==> src/rtl/u2u_pkg.sv <==
package u2u_pkg;

  localparam logic [7:0] BYTE_NUL       = 8'h00;
  localparam logic [7:0] BYTE_CONT_LO   = 8'h80;
  localparam logic [7:0] BYTE_LEAD2_LO  = 8'hC0;
  localparam logic [7:0] BYTE_LEAD3_LO  = 8'hE0;
  localparam logic [7:0] BYTE_LEAD4_LO  = 8'hF0;
  localparam logic [7:0] BYTE_BAD_LO    = 8'hF8;

  localparam logic [15:0] HI_SURR_BASE  = 16'hD800;
  localparam logic [15:0] LO_SURR_BASE  = 16'hDC00;
  localparam logic [31:0] SUPP_OFFSET   = 32'h0001_0000;
  localparam logic [15:0] UNITS_MAX     = 16'hFFFF;

  localparam logic [1:0] PEND_NONE = 2'd0;
  localparam logic [1:0] PEND_ONE  = 2'd1;
  localparam logic [1:0] PEND_TWO  = 2'd2;
  localparam logic [1:0] PEND_THREE = 2'd3;

  // output queue slots, a power of two of at least two
  localparam int OUTQ_DEPTH = 4;

  // decoder state carried between bytes
  typedef struct packed {
    logic [1:0]  pending;
    logic [20:0] acc;
    logic        four;
    logic [15:0] units;
  } u2u_state_t;

  // units produced by one byte, up to two
  typedef struct packed {
    logic [1:0]  n;
    logic [15:0] unit0;
    logic        last0;
    logic [15:0] unit1;
  } u2u_emit_t;

endpackage

==> src/rtl/u2u_decode.sv <==
module u2u_decode
  import u2u_pkg::*;
(
  input  u2u_state_t  st,
  input  logic [7:0]  byte_in,
  input  logic [15:0] max_units,
  output u2u_state_t  st_nxt,
  output u2u_emit_t   emit
);

  logic [20:0] cont;
  logic [20:0] acc_upd;
  logic [1:0]  pend_dec;
  logic [31:0] supp;
  logic [16:0] units_sum;

  // number of units a byte produces, used for the saturating counter
  function automatic logic [1:0] emit_n_f(input u2u_state_t s, input logic [7:0] b,
                                          input logic [15:0] mx);
    logic [1:0] n;
    n = 2'd0;
    if (b == BYTE_NUL) begin
      n = 2'd1;
    end else if (s.pending != PEND_NONE) begin
      if (s.pending == PEND_ONE) begin
        n = s.four ? 2'd2 : 2'd1;
      end
    end else if (s.units < mx && b < BYTE_CONT_LO) begin
      n = 2'd1;
    end
    return n;
  endfunction

  always_comb begin
    cont = {15'd0, byte_in[5:0]};
    case (st.pending)
      PEND_THREE: acc_upd = st.acc | (cont << 12);
      PEND_TWO:   acc_upd = st.acc | (cont << 6);
      PEND_ONE:   acc_upd = st.acc | cont;
      default:    acc_upd = st.acc;
    endcase
    pend_dec  = st.pending - 2'd1;
    supp      = {11'd0, acc_upd} - SUPP_OFFSET;
    units_sum = {1'b0, st.units} + {15'd0, emit_n_f(st, byte_in, max_units)};
  end

  always_comb begin
    st_nxt     = st;
    emit.n     = emit_n_f(st, byte_in, max_units);
    emit.unit0 = 16'd0;
    emit.last0 = 1'b0;
    emit.unit1 = 16'd0;

    if (byte_in == BYTE_NUL) begin
      st_nxt     = '0;
      emit.last0 = 1'b1;
    end else if (st.pending != PEND_NONE) begin
      st_nxt.acc     = acc_upd;
      st_nxt.pending = pend_dec;
      if (pend_dec == PEND_NONE) begin
        if (st.four) begin
          emit.unit0 = HI_SURR_BASE | supp[25:10];
          emit.unit1 = LO_SURR_BASE | {6'd0, supp[9:0]};
        end else begin
          emit.unit0 = acc_upd[15:0];
        end
        st_nxt.acc   = '0;
        st_nxt.four  = 1'b0;
        st_nxt.units = units_sum[16] ? UNITS_MAX : units_sum[15:0];
      end
    end else if (st.units < max_units) begin
      if (byte_in < BYTE_CONT_LO) begin
        emit.unit0   = {8'd0, byte_in};
        st_nxt.units = units_sum[16] ? UNITS_MAX : units_sum[15:0];
      end else if (byte_in < BYTE_LEAD2_LO) begin
        // stray continuation: dropped
      end else if (byte_in < BYTE_LEAD3_LO) begin
        st_nxt.acc     = {10'd0, byte_in[4:0], 6'd0};
        st_nxt.four    = 1'b0;
        st_nxt.pending = PEND_ONE;
      end else if (byte_in < BYTE_LEAD4_LO) begin
        st_nxt.acc     = {5'd0, byte_in[3:0], 12'd0};
        st_nxt.four    = 1'b0;
        st_nxt.pending = PEND_TWO;
      end else if (byte_in < BYTE_BAD_LO) begin
        st_nxt.acc     = {byte_in[2:0], 18'd0};
        st_nxt.four    = 1'b1;
        st_nxt.pending = PEND_THREE;
      end
    end
  end

endmodule

==> src/rtl/u2u_outq.sv <==
module u2u_outq
  import u2u_pkg::*;
(
  input  logic                            clk,
  input  logic                            rst_n,
  input  logic                            push,
  input  u2u_emit_t                       emit,
  input  logic                            pop,
  output logic                            head_valid,
  output logic [15:0]                     head_unit,
  output logic                            head_last,
  output logic [$clog2(OUTQ_DEPTH+1)-1:0] count
);

  localparam int AW = $clog2(OUTQ_DEPTH);
  localparam int CW = $clog2(OUTQ_DEPTH + 1);

  logic [16:0]   mem_r [OUTQ_DEPTH];
  logic [AW-1:0] wr_r, wr_nxt, rd_r, rd_nxt;
  logic [CW-1:0] cnt_r, cnt_nxt;
  logic [1:0]    n_push;
  logic          do_pop;

  assign n_push = push ? emit.n : 2'd0;
  assign do_pop = pop && (cnt_r != '0);

  always_comb begin
    wr_nxt  = wr_r + AW'(n_push);
    rd_nxt  = rd_r + AW'(do_pop);
    cnt_nxt = cnt_r + CW'(n_push) - CW'(do_pop);
  end

  always_ff @(posedge clk) begin
    if (!rst_n) begin
      wr_r  <= '0;
      rd_r  <= '0;
      cnt_r <= '0;
    end else begin
      wr_r  <= wr_nxt;
      rd_r  <= rd_nxt;
      cnt_r <= cnt_nxt;
    end
  end

  always_ff @(posedge clk) begin
    if (n_push != 2'd0) begin
      mem_r[wr_r] <= {emit.unit0, emit.last0};
    end
    if (n_push == 2'd2) begin
      mem_r[wr_r + AW'(1)] <= {emit.unit1, 1'b0};
    end
  end

  assign head_valid = (cnt_r != '0);
  assign head_unit  = mem_r[rd_r][16:1];
  assign head_last  = mem_r[rd_r][0];
  assign count      = cnt_r;

endmodule

==> src/rtl/utf8_to_utf16_transcoder_unit.sv <==
// utf-8 to utf-16 transcoder: one utf-8 byte enters per word on the in_ channel and
// utf-16 code units leave one per word on the out_ channel. a byte is taken into an input
// register, decoded combinationally against the sequence state (pending count, code
// accumulator, four-byte flag, unit counter), and its zero, one or two units go into a
// small output queue, so a new byte can be taken every cycle while units drain. a byte's
// first unit is shown once it has passed the input register and been written to the queue.
// the sustained rate is one byte per cycle while out_stall is low; input stalls only when
// the queue has fewer than two free slots, which the one-unit-per-cycle drain of the out_
// side sets. a zero byte discards any partial sequence, clears the counter and emits a
// zero unit with out_last high. four-byte sequences leave as a surrogate pair.
// cfg_max_units (reset 255) caps units per string; write it only while the block is idle.
module utf8_to_utf16_transcoder_unit
  import u2u_pkg::*;
(
  input  logic        clk,
  input  logic        rst_n,
  input  logic        cfg_we,
  input  logic [15:0] cfg_max_units,
  input  logic        in_valid,
  output logic        in_stall,
  input  logic [7:0]  in_byte,
  output logic        out_valid,
  input  logic        out_stall,
  output logic [15:0] out_code_unit,
  output logic        out_last
);

  localparam int CW = $clog2(OUTQ_DEPTH + 1);

  logic [15:0] max_units_r;
  logic        s1_valid_r, s1_valid_nxt;
  logic [7:0]  s1_byte_r;
  u2u_state_t  st_r, st_nxt;
  u2u_emit_t   emit;
  logic [CW-1:0] q_count;
  logic        advance;
  logic        in_acc;

  // byte in the input register moves on once the queue can hold two units
  assign advance  = s1_valid_r && (q_count <= CW'(OUTQ_DEPTH - 2));
  assign in_stall = s1_valid_r && !advance;
  assign in_acc   = in_valid && !in_stall;

  always_comb begin
    s1_valid_nxt = s1_valid_r;
    if (in_acc) begin
      s1_valid_nxt = 1'b1;
    end else if (advance) begin
      s1_valid_nxt = 1'b0;
    end
  end

  always_ff @(posedge clk) begin
    if (!rst_n) begin
      max_units_r <= 16'd255;
      s1_valid_r  <= 1'b0;
      st_r        <= '0;
    end else begin
      if (cfg_we) begin
        max_units_r <= cfg_max_units;
      end
      s1_valid_r <= s1_valid_nxt;
      if (advance) begin
        st_r <= st_nxt;
      end
    end
  end

  // payload register, no reset needed
  always_ff @(posedge clk) begin
    if (in_acc) begin
      s1_byte_r <= in_byte;
    end
  end

  u2u_decode u_decode (
    .st        (st_r),
    .byte_in   (s1_byte_r),
    .max_units (max_units_r),
    .st_nxt    (st_nxt),
    .emit      (emit)
  );

  u2u_outq u_outq (
    .clk        (clk),
    .rst_n      (rst_n),
    .push       (advance),
    .emit       (emit),
    .pop        (!out_stall),
    .head_valid (out_valid),
    .head_unit  (out_code_unit),
    .head_last  (out_last),
    .count      (q_count)
  );

  // terminator word always carries a zero unit
  a_last_zero: assert property (@(posedge clk) disable iff (!rst_n)
    (out_valid && out_last) |-> (out_code_unit == 16'd0))
    else $error("terminator with nonzero unit");

  // input only stalls behind an occupied input register
  a_stall_full: assert property (@(posedge clk) disable iff (!rst_n)
    in_stall |-> s1_valid_r)
    else $error("stall with empty input register");

  // a decoded nul leaves the sequence state cleared
  a_nul_clears: assert property (@(posedge clk) disable iff (!rst_n)
    (advance && s1_byte_r == BYTE_NUL) |=>
      (st_r.pending == PEND_NONE && st_r.units == 16'd0 && !st_r.four))
    else $error("state not cleared after nul");

  // queue never overfills
  a_q_bound: assert property (@(posedge clk) disable iff (!rst_n)
    q_count <= CW'(OUTQ_DEPTH))
    else $error("output queue overflow");

endmodule
==> config.mk <==
export PLATFORM = sky130hd
export DESIGN_NAME = utf8_to_utf16_transcoder_unit
export DESIGN_NICKNAME = d
export VERILOG_FILES = /design/src/rtl/u2u_pkg.sv /design/src/rtl/u2u_decode.sv /design/src/rtl/u2u_outq.sv /design/src/rtl/utf8_to_utf16_transcoder_unit.sv
export SDC_FILE = /design/constraint.sdc
export NUM_CORES = 1
export LEC_CHECK = 0
export ABC_AREA = 0
export BUFFER_PORTS_ARGS = -buffer_cell sky130_fd_sc_hd__buf_2
export CORE_ASPECT_RATIO = 0.6
export CORE_MARGIN = 5
export CORE_UTILIZATION = 45
export CTS_CLUSTER_SIZE = 10
export DETAILED_ROUTE_END_ITERATION = 12
export HOLD_SLACK_MARGIN = 0.15
export PLACE_DENSITY = 0.69
export SLEW_MARGIN = 20
export SYNTH_ARGS = -nofsm -noshare
export SYNTH_HDL_FRONTEND = slang
export SYNTH_SLANG_ARGS = --single-unit
==> constraint.sdc <==
create_clock -name clk -period 5.2 [get_ports clk]
set_clock_uncertainty 0.2 [all_clocks]
set_input_delay 0.78 -clock clk [delete_from_list [all_inputs] [get_ports clk]]
set_output_delay 0.78 -clock clk [all_outputs]
set_load 0.03 [all_outputs]
==> flow_metrics.env <==
export IMPL_routabilityCongestion=0.869
export IMPL_syn_area_sq_mm=0.00723
export IMPL_criticalPathCategory="register to register"
export IMPL_hp_class="register to register"
export IMPL_clockBufferDepth=2
export IMPL_cts_tree="yes"
export IMPL_cts_sinks=140
export IMPL_cts_buffers_inserted=17
export IMPL_io_buffers=47
export IMPL_synth_top_area_share=0.282
export IMPL_fmax_mhz=206
export IMPL_synth_adder_area_share=0.0454
export IMPL_power_static_leakage_uw=0.00310
export IMPL_cts_setup_buffers=0
export IMPL_core_sq_mm=0.0155
export IMPL_die_x_microns=174
export IMPL_path_buf_inv=1
export IMPL_synthFlopType="dfxtp_1"
export IMPL_peakVddDrop_v=0.000214
export IMPL_crit_path_frequent_cell="ha_1"
export IMPL_pwr_share_seq=0.407
export IMPL_start_kind="register"
export IMPL_synth_nets=755
export IMPL_clk_pin_slew_ns=0.06
export IMPL_period_share=0.935
export IMPL_setup_violations=0
export IMPL_antenna_cells=0
export IMPL_num_vias=5867
export IMPL_nets=787
export IMPL_netlist_top_cells_count="dfxtp_1, edfxtp_1, nand2_1, a21oi_1, nor2_1"
export IMPL_chipHeight_microns=108
export IMPL_postRouteAntennaNets=0
export IMPL_postLayoutCellArea_sq_mm=0.00824
export IMPL_yosys_area_share_simple=0.131
export IMPL_power_density_mw_per_mm2=372
export IMPL_arrival_ns=4.96
export IMPL_dieArea_sq_mm=0.0188
export IMPL_synth_compound_area_frac=0.199
export IMPL_tns_ns=0
export IMPL_yosysWarnings=0
export IMPL_crit_family="simple AND/OR/NAND/NOR gates"
export IMPL_power_share_switching=0.300
export IMPL_seq_area_frac_synth=0.482
export IMPL_multi_input_area_sq_mm=0.00342
export IMPL_syn_mean_instance_area_sq_um=10.3
export IMPL_ys_ff_latch=140
export IMPL_wl_per_cell_microns=19.8
export IMPL_start_util=0.465
export IMPL_p_sw_uw=920
export IMPL_path_max_fanout=12
export IMPL_synthTopCellsByArea="edfxtp_1, dfxtp_1, mux4_2"
export IMPL_hpwl_mm=12.9
export IMPL_status="finished, final reports clean"
export IMPL_comb_power_share=0.194
export IMPL_root_buffer="clkbuf_16"
export IMPL_yosys_cell_types_count=58
export IMPL_placementRows=35
export IMPL_startpoint="st_r[2]"
export IMPL_synth_top_area_cell="edfxtp_1"
export IMPL_grt_antenna_before_repair=0
export IMPL_synthCells=701
export IMPL_clockPowerShare=0.400
export IMPL_min_from="u_outq.mem_r[0][0]"
export IMPL_htreeDepth=4
export IMPL_grt_use_total=0.204
export IMPL_syn_to_final_growth_pct=14.0
export IMPL_synth_edf_count=68
export IMPL_regToRegStartpoint="st_r[2]"
export IMPL_max_slew_margin=0.337
export IMPL_holdWs_ns=0.257
export IMPL_synthXorXnorAreaFrac=0.00969
export IMPL_rrSetupSlack_ns=0.34
export IMPL_grt_max_degree=38
export IMPL_seq_area_sq_mm=0.00348
export IMPL_worst_pin_slew_ns=0.992
export IMPL_drv_cap=0
export IMPL_synth_top_family_by_area="compound AO/OA/AOI/OAI gates"
export IMPL_grt_setup_unrepaired="no"
export IMPL_cp_required_ns=5.30
export IMPL_n_fill_cell=1301
export IMPL_viasPerCell=6.19
export IMPL_final_max_slew_violation_count=0
export IMPL_drc=0
export IMPL_end_kind="register"
export IMPL_clk_latency_ns=0.41
export IMPL_detail_route_iter0_violations=687
export IMPL_drive_above_1_share=0.192
export IMPL_max_stage_delay_ns=0.45
export IMPL_dpl_cell_area_sq_mm=0.00765
export IMPL_synthArstFlopShare=0
export IMPL_synth_most_common_cell="dfxtp_1"
export IMPL_hold_viol=0
export IMPL_grt_overflow_total=0
export IMPL_grt_pass1_vias=5682
export IMPL_p_int_uw=2140
export IMPL_grt_pass1_wl_mm=30.7
export IMPL_firstDrtPassIters=5
export IMPL_period_needed_ns=4.86
export IMPL_synth_mux_area_frac=0.0876
export IMPL_cp_slowest_cell="o31ai_4"
export IMPL_io_pins=48
export IMPL_crit_chain="ha_1 -> nand2_1 -> o21ai_0 -> a41oi_1 -> o31ai_4 -> nor3_1 -> buf_4 -> or3_1 -> ha_1 -> fa_1 -> and3_1 -> and4_1 -> nand4_1 -> or2_1 -> a31oi_1 -> o221a_2"
export IMPL_wl_mm=18.8
## worst min-delay path, delay by kind of cell (launching register included)
family	cells	cell delay, ns
mux	1	0.05
simple gates	1	0.05
flops	1	0.31
## final timing paths
| path | end | cells after the start |
|---|---|---|
| worst min register to register | u_outq.mem_r[0][0] | 2 |
| worst max-delay path | st_r[2] | 16 |
| worst min-delay path | u_outq.mem_r[0][0] | 2 |
| worst max register to register | st_r[2] | 16 |
## sequential cells by signal (all words and copies together), names as in the netlist
signal	flops
s1_byte_r	8
u_outq.mem_r	68
st_r	40
s1_valid_r	1
u_outq.wr_r	2
u_outq.count	3
u_outq.rd_r	2
max_units_r	16
## cell type report
cell class	instances	share of cell area
Clock buffer	17	0.0516
Clock inverter	14	0.0196
Inverter	24	0.0109
Multi-Input combinational cell	480	0.415
Sequential cell	140	0.423
Tap cell	203	0.0308
Timing Repair Buffer	70	0.0495
## logic make-up (layout without fill, tap and decap cells)
kind of cell | count (synthesis) | count (layout)
AOI/OAI and AO/OA | 207 | 207
xor gates and xnor gates | 8 | 8
adders and majority gates | 25 | 25
buffers and inverters | 81 | 125
DFF | 140 | 140
muxes | 42 | 42
and+or+nand+nor | 198 | 198
## stage by stage
step	cells	total power [uW]	setup slack [ns]	utilization
final	948	3060	0.339	0.530
after global routing	948	3190	0.121	0.530
after CTS	948	3080	0.288	0.530
after detailed placement	917	1860	0.340	0.492
after global placement	917	1850	0.564	0.492
after floorplan	701	1690	0.957	-
## power groups by stage
stage          logic [uW]  clock network, uW  registers, uW
3_5_place_dp          593                  0           1270
6_report              593               1220           1250
5_1_grt               645               1290           1250
2_1_floorplan         453                  0           1240
3_3_place_gp          581                  0           1270
4_1_cts               596               1240           1250
## metal layers
| layer | vias up | global-route usage | part of all wire |
|---|---|---|---|
| met2 | 329 | 0.302 | 0.44 |
| met4 | 0 | 0.0531 | 0.0086 |
| li1 | 2721 | - | - |
| met1 | 2799 | 0.300 | 0.45 |
| met3 | 18 | 0.0500 | 0.11 |
| met5 | - | 0 | 0 |
## what timing repair did
item,CTS,global route
hold buffers,0,0
gates resized for setup,0,1
setup endpoints to repair,0,1
## cell usage in the layout (no fill, tap or decap), types with 10 or more instances in the layout
cell type  instances
nor2b_1           12
and2_1            10
a31oi_1           11
dfxtp_1           72
nand3_1           15
mux2i_1           25
ha_1              23
buf_4             23
nor2_1            45
a21oi_1           50
mux4_2            17
nand2_1           67
edfxtp_1          68
inv_1             23
o22ai_1           32
buf_2             47
clkbuf_16         17
nor3_1            10
o21ai_0           35
o211ai_1          12
Power figures use the tool's default switching activity.
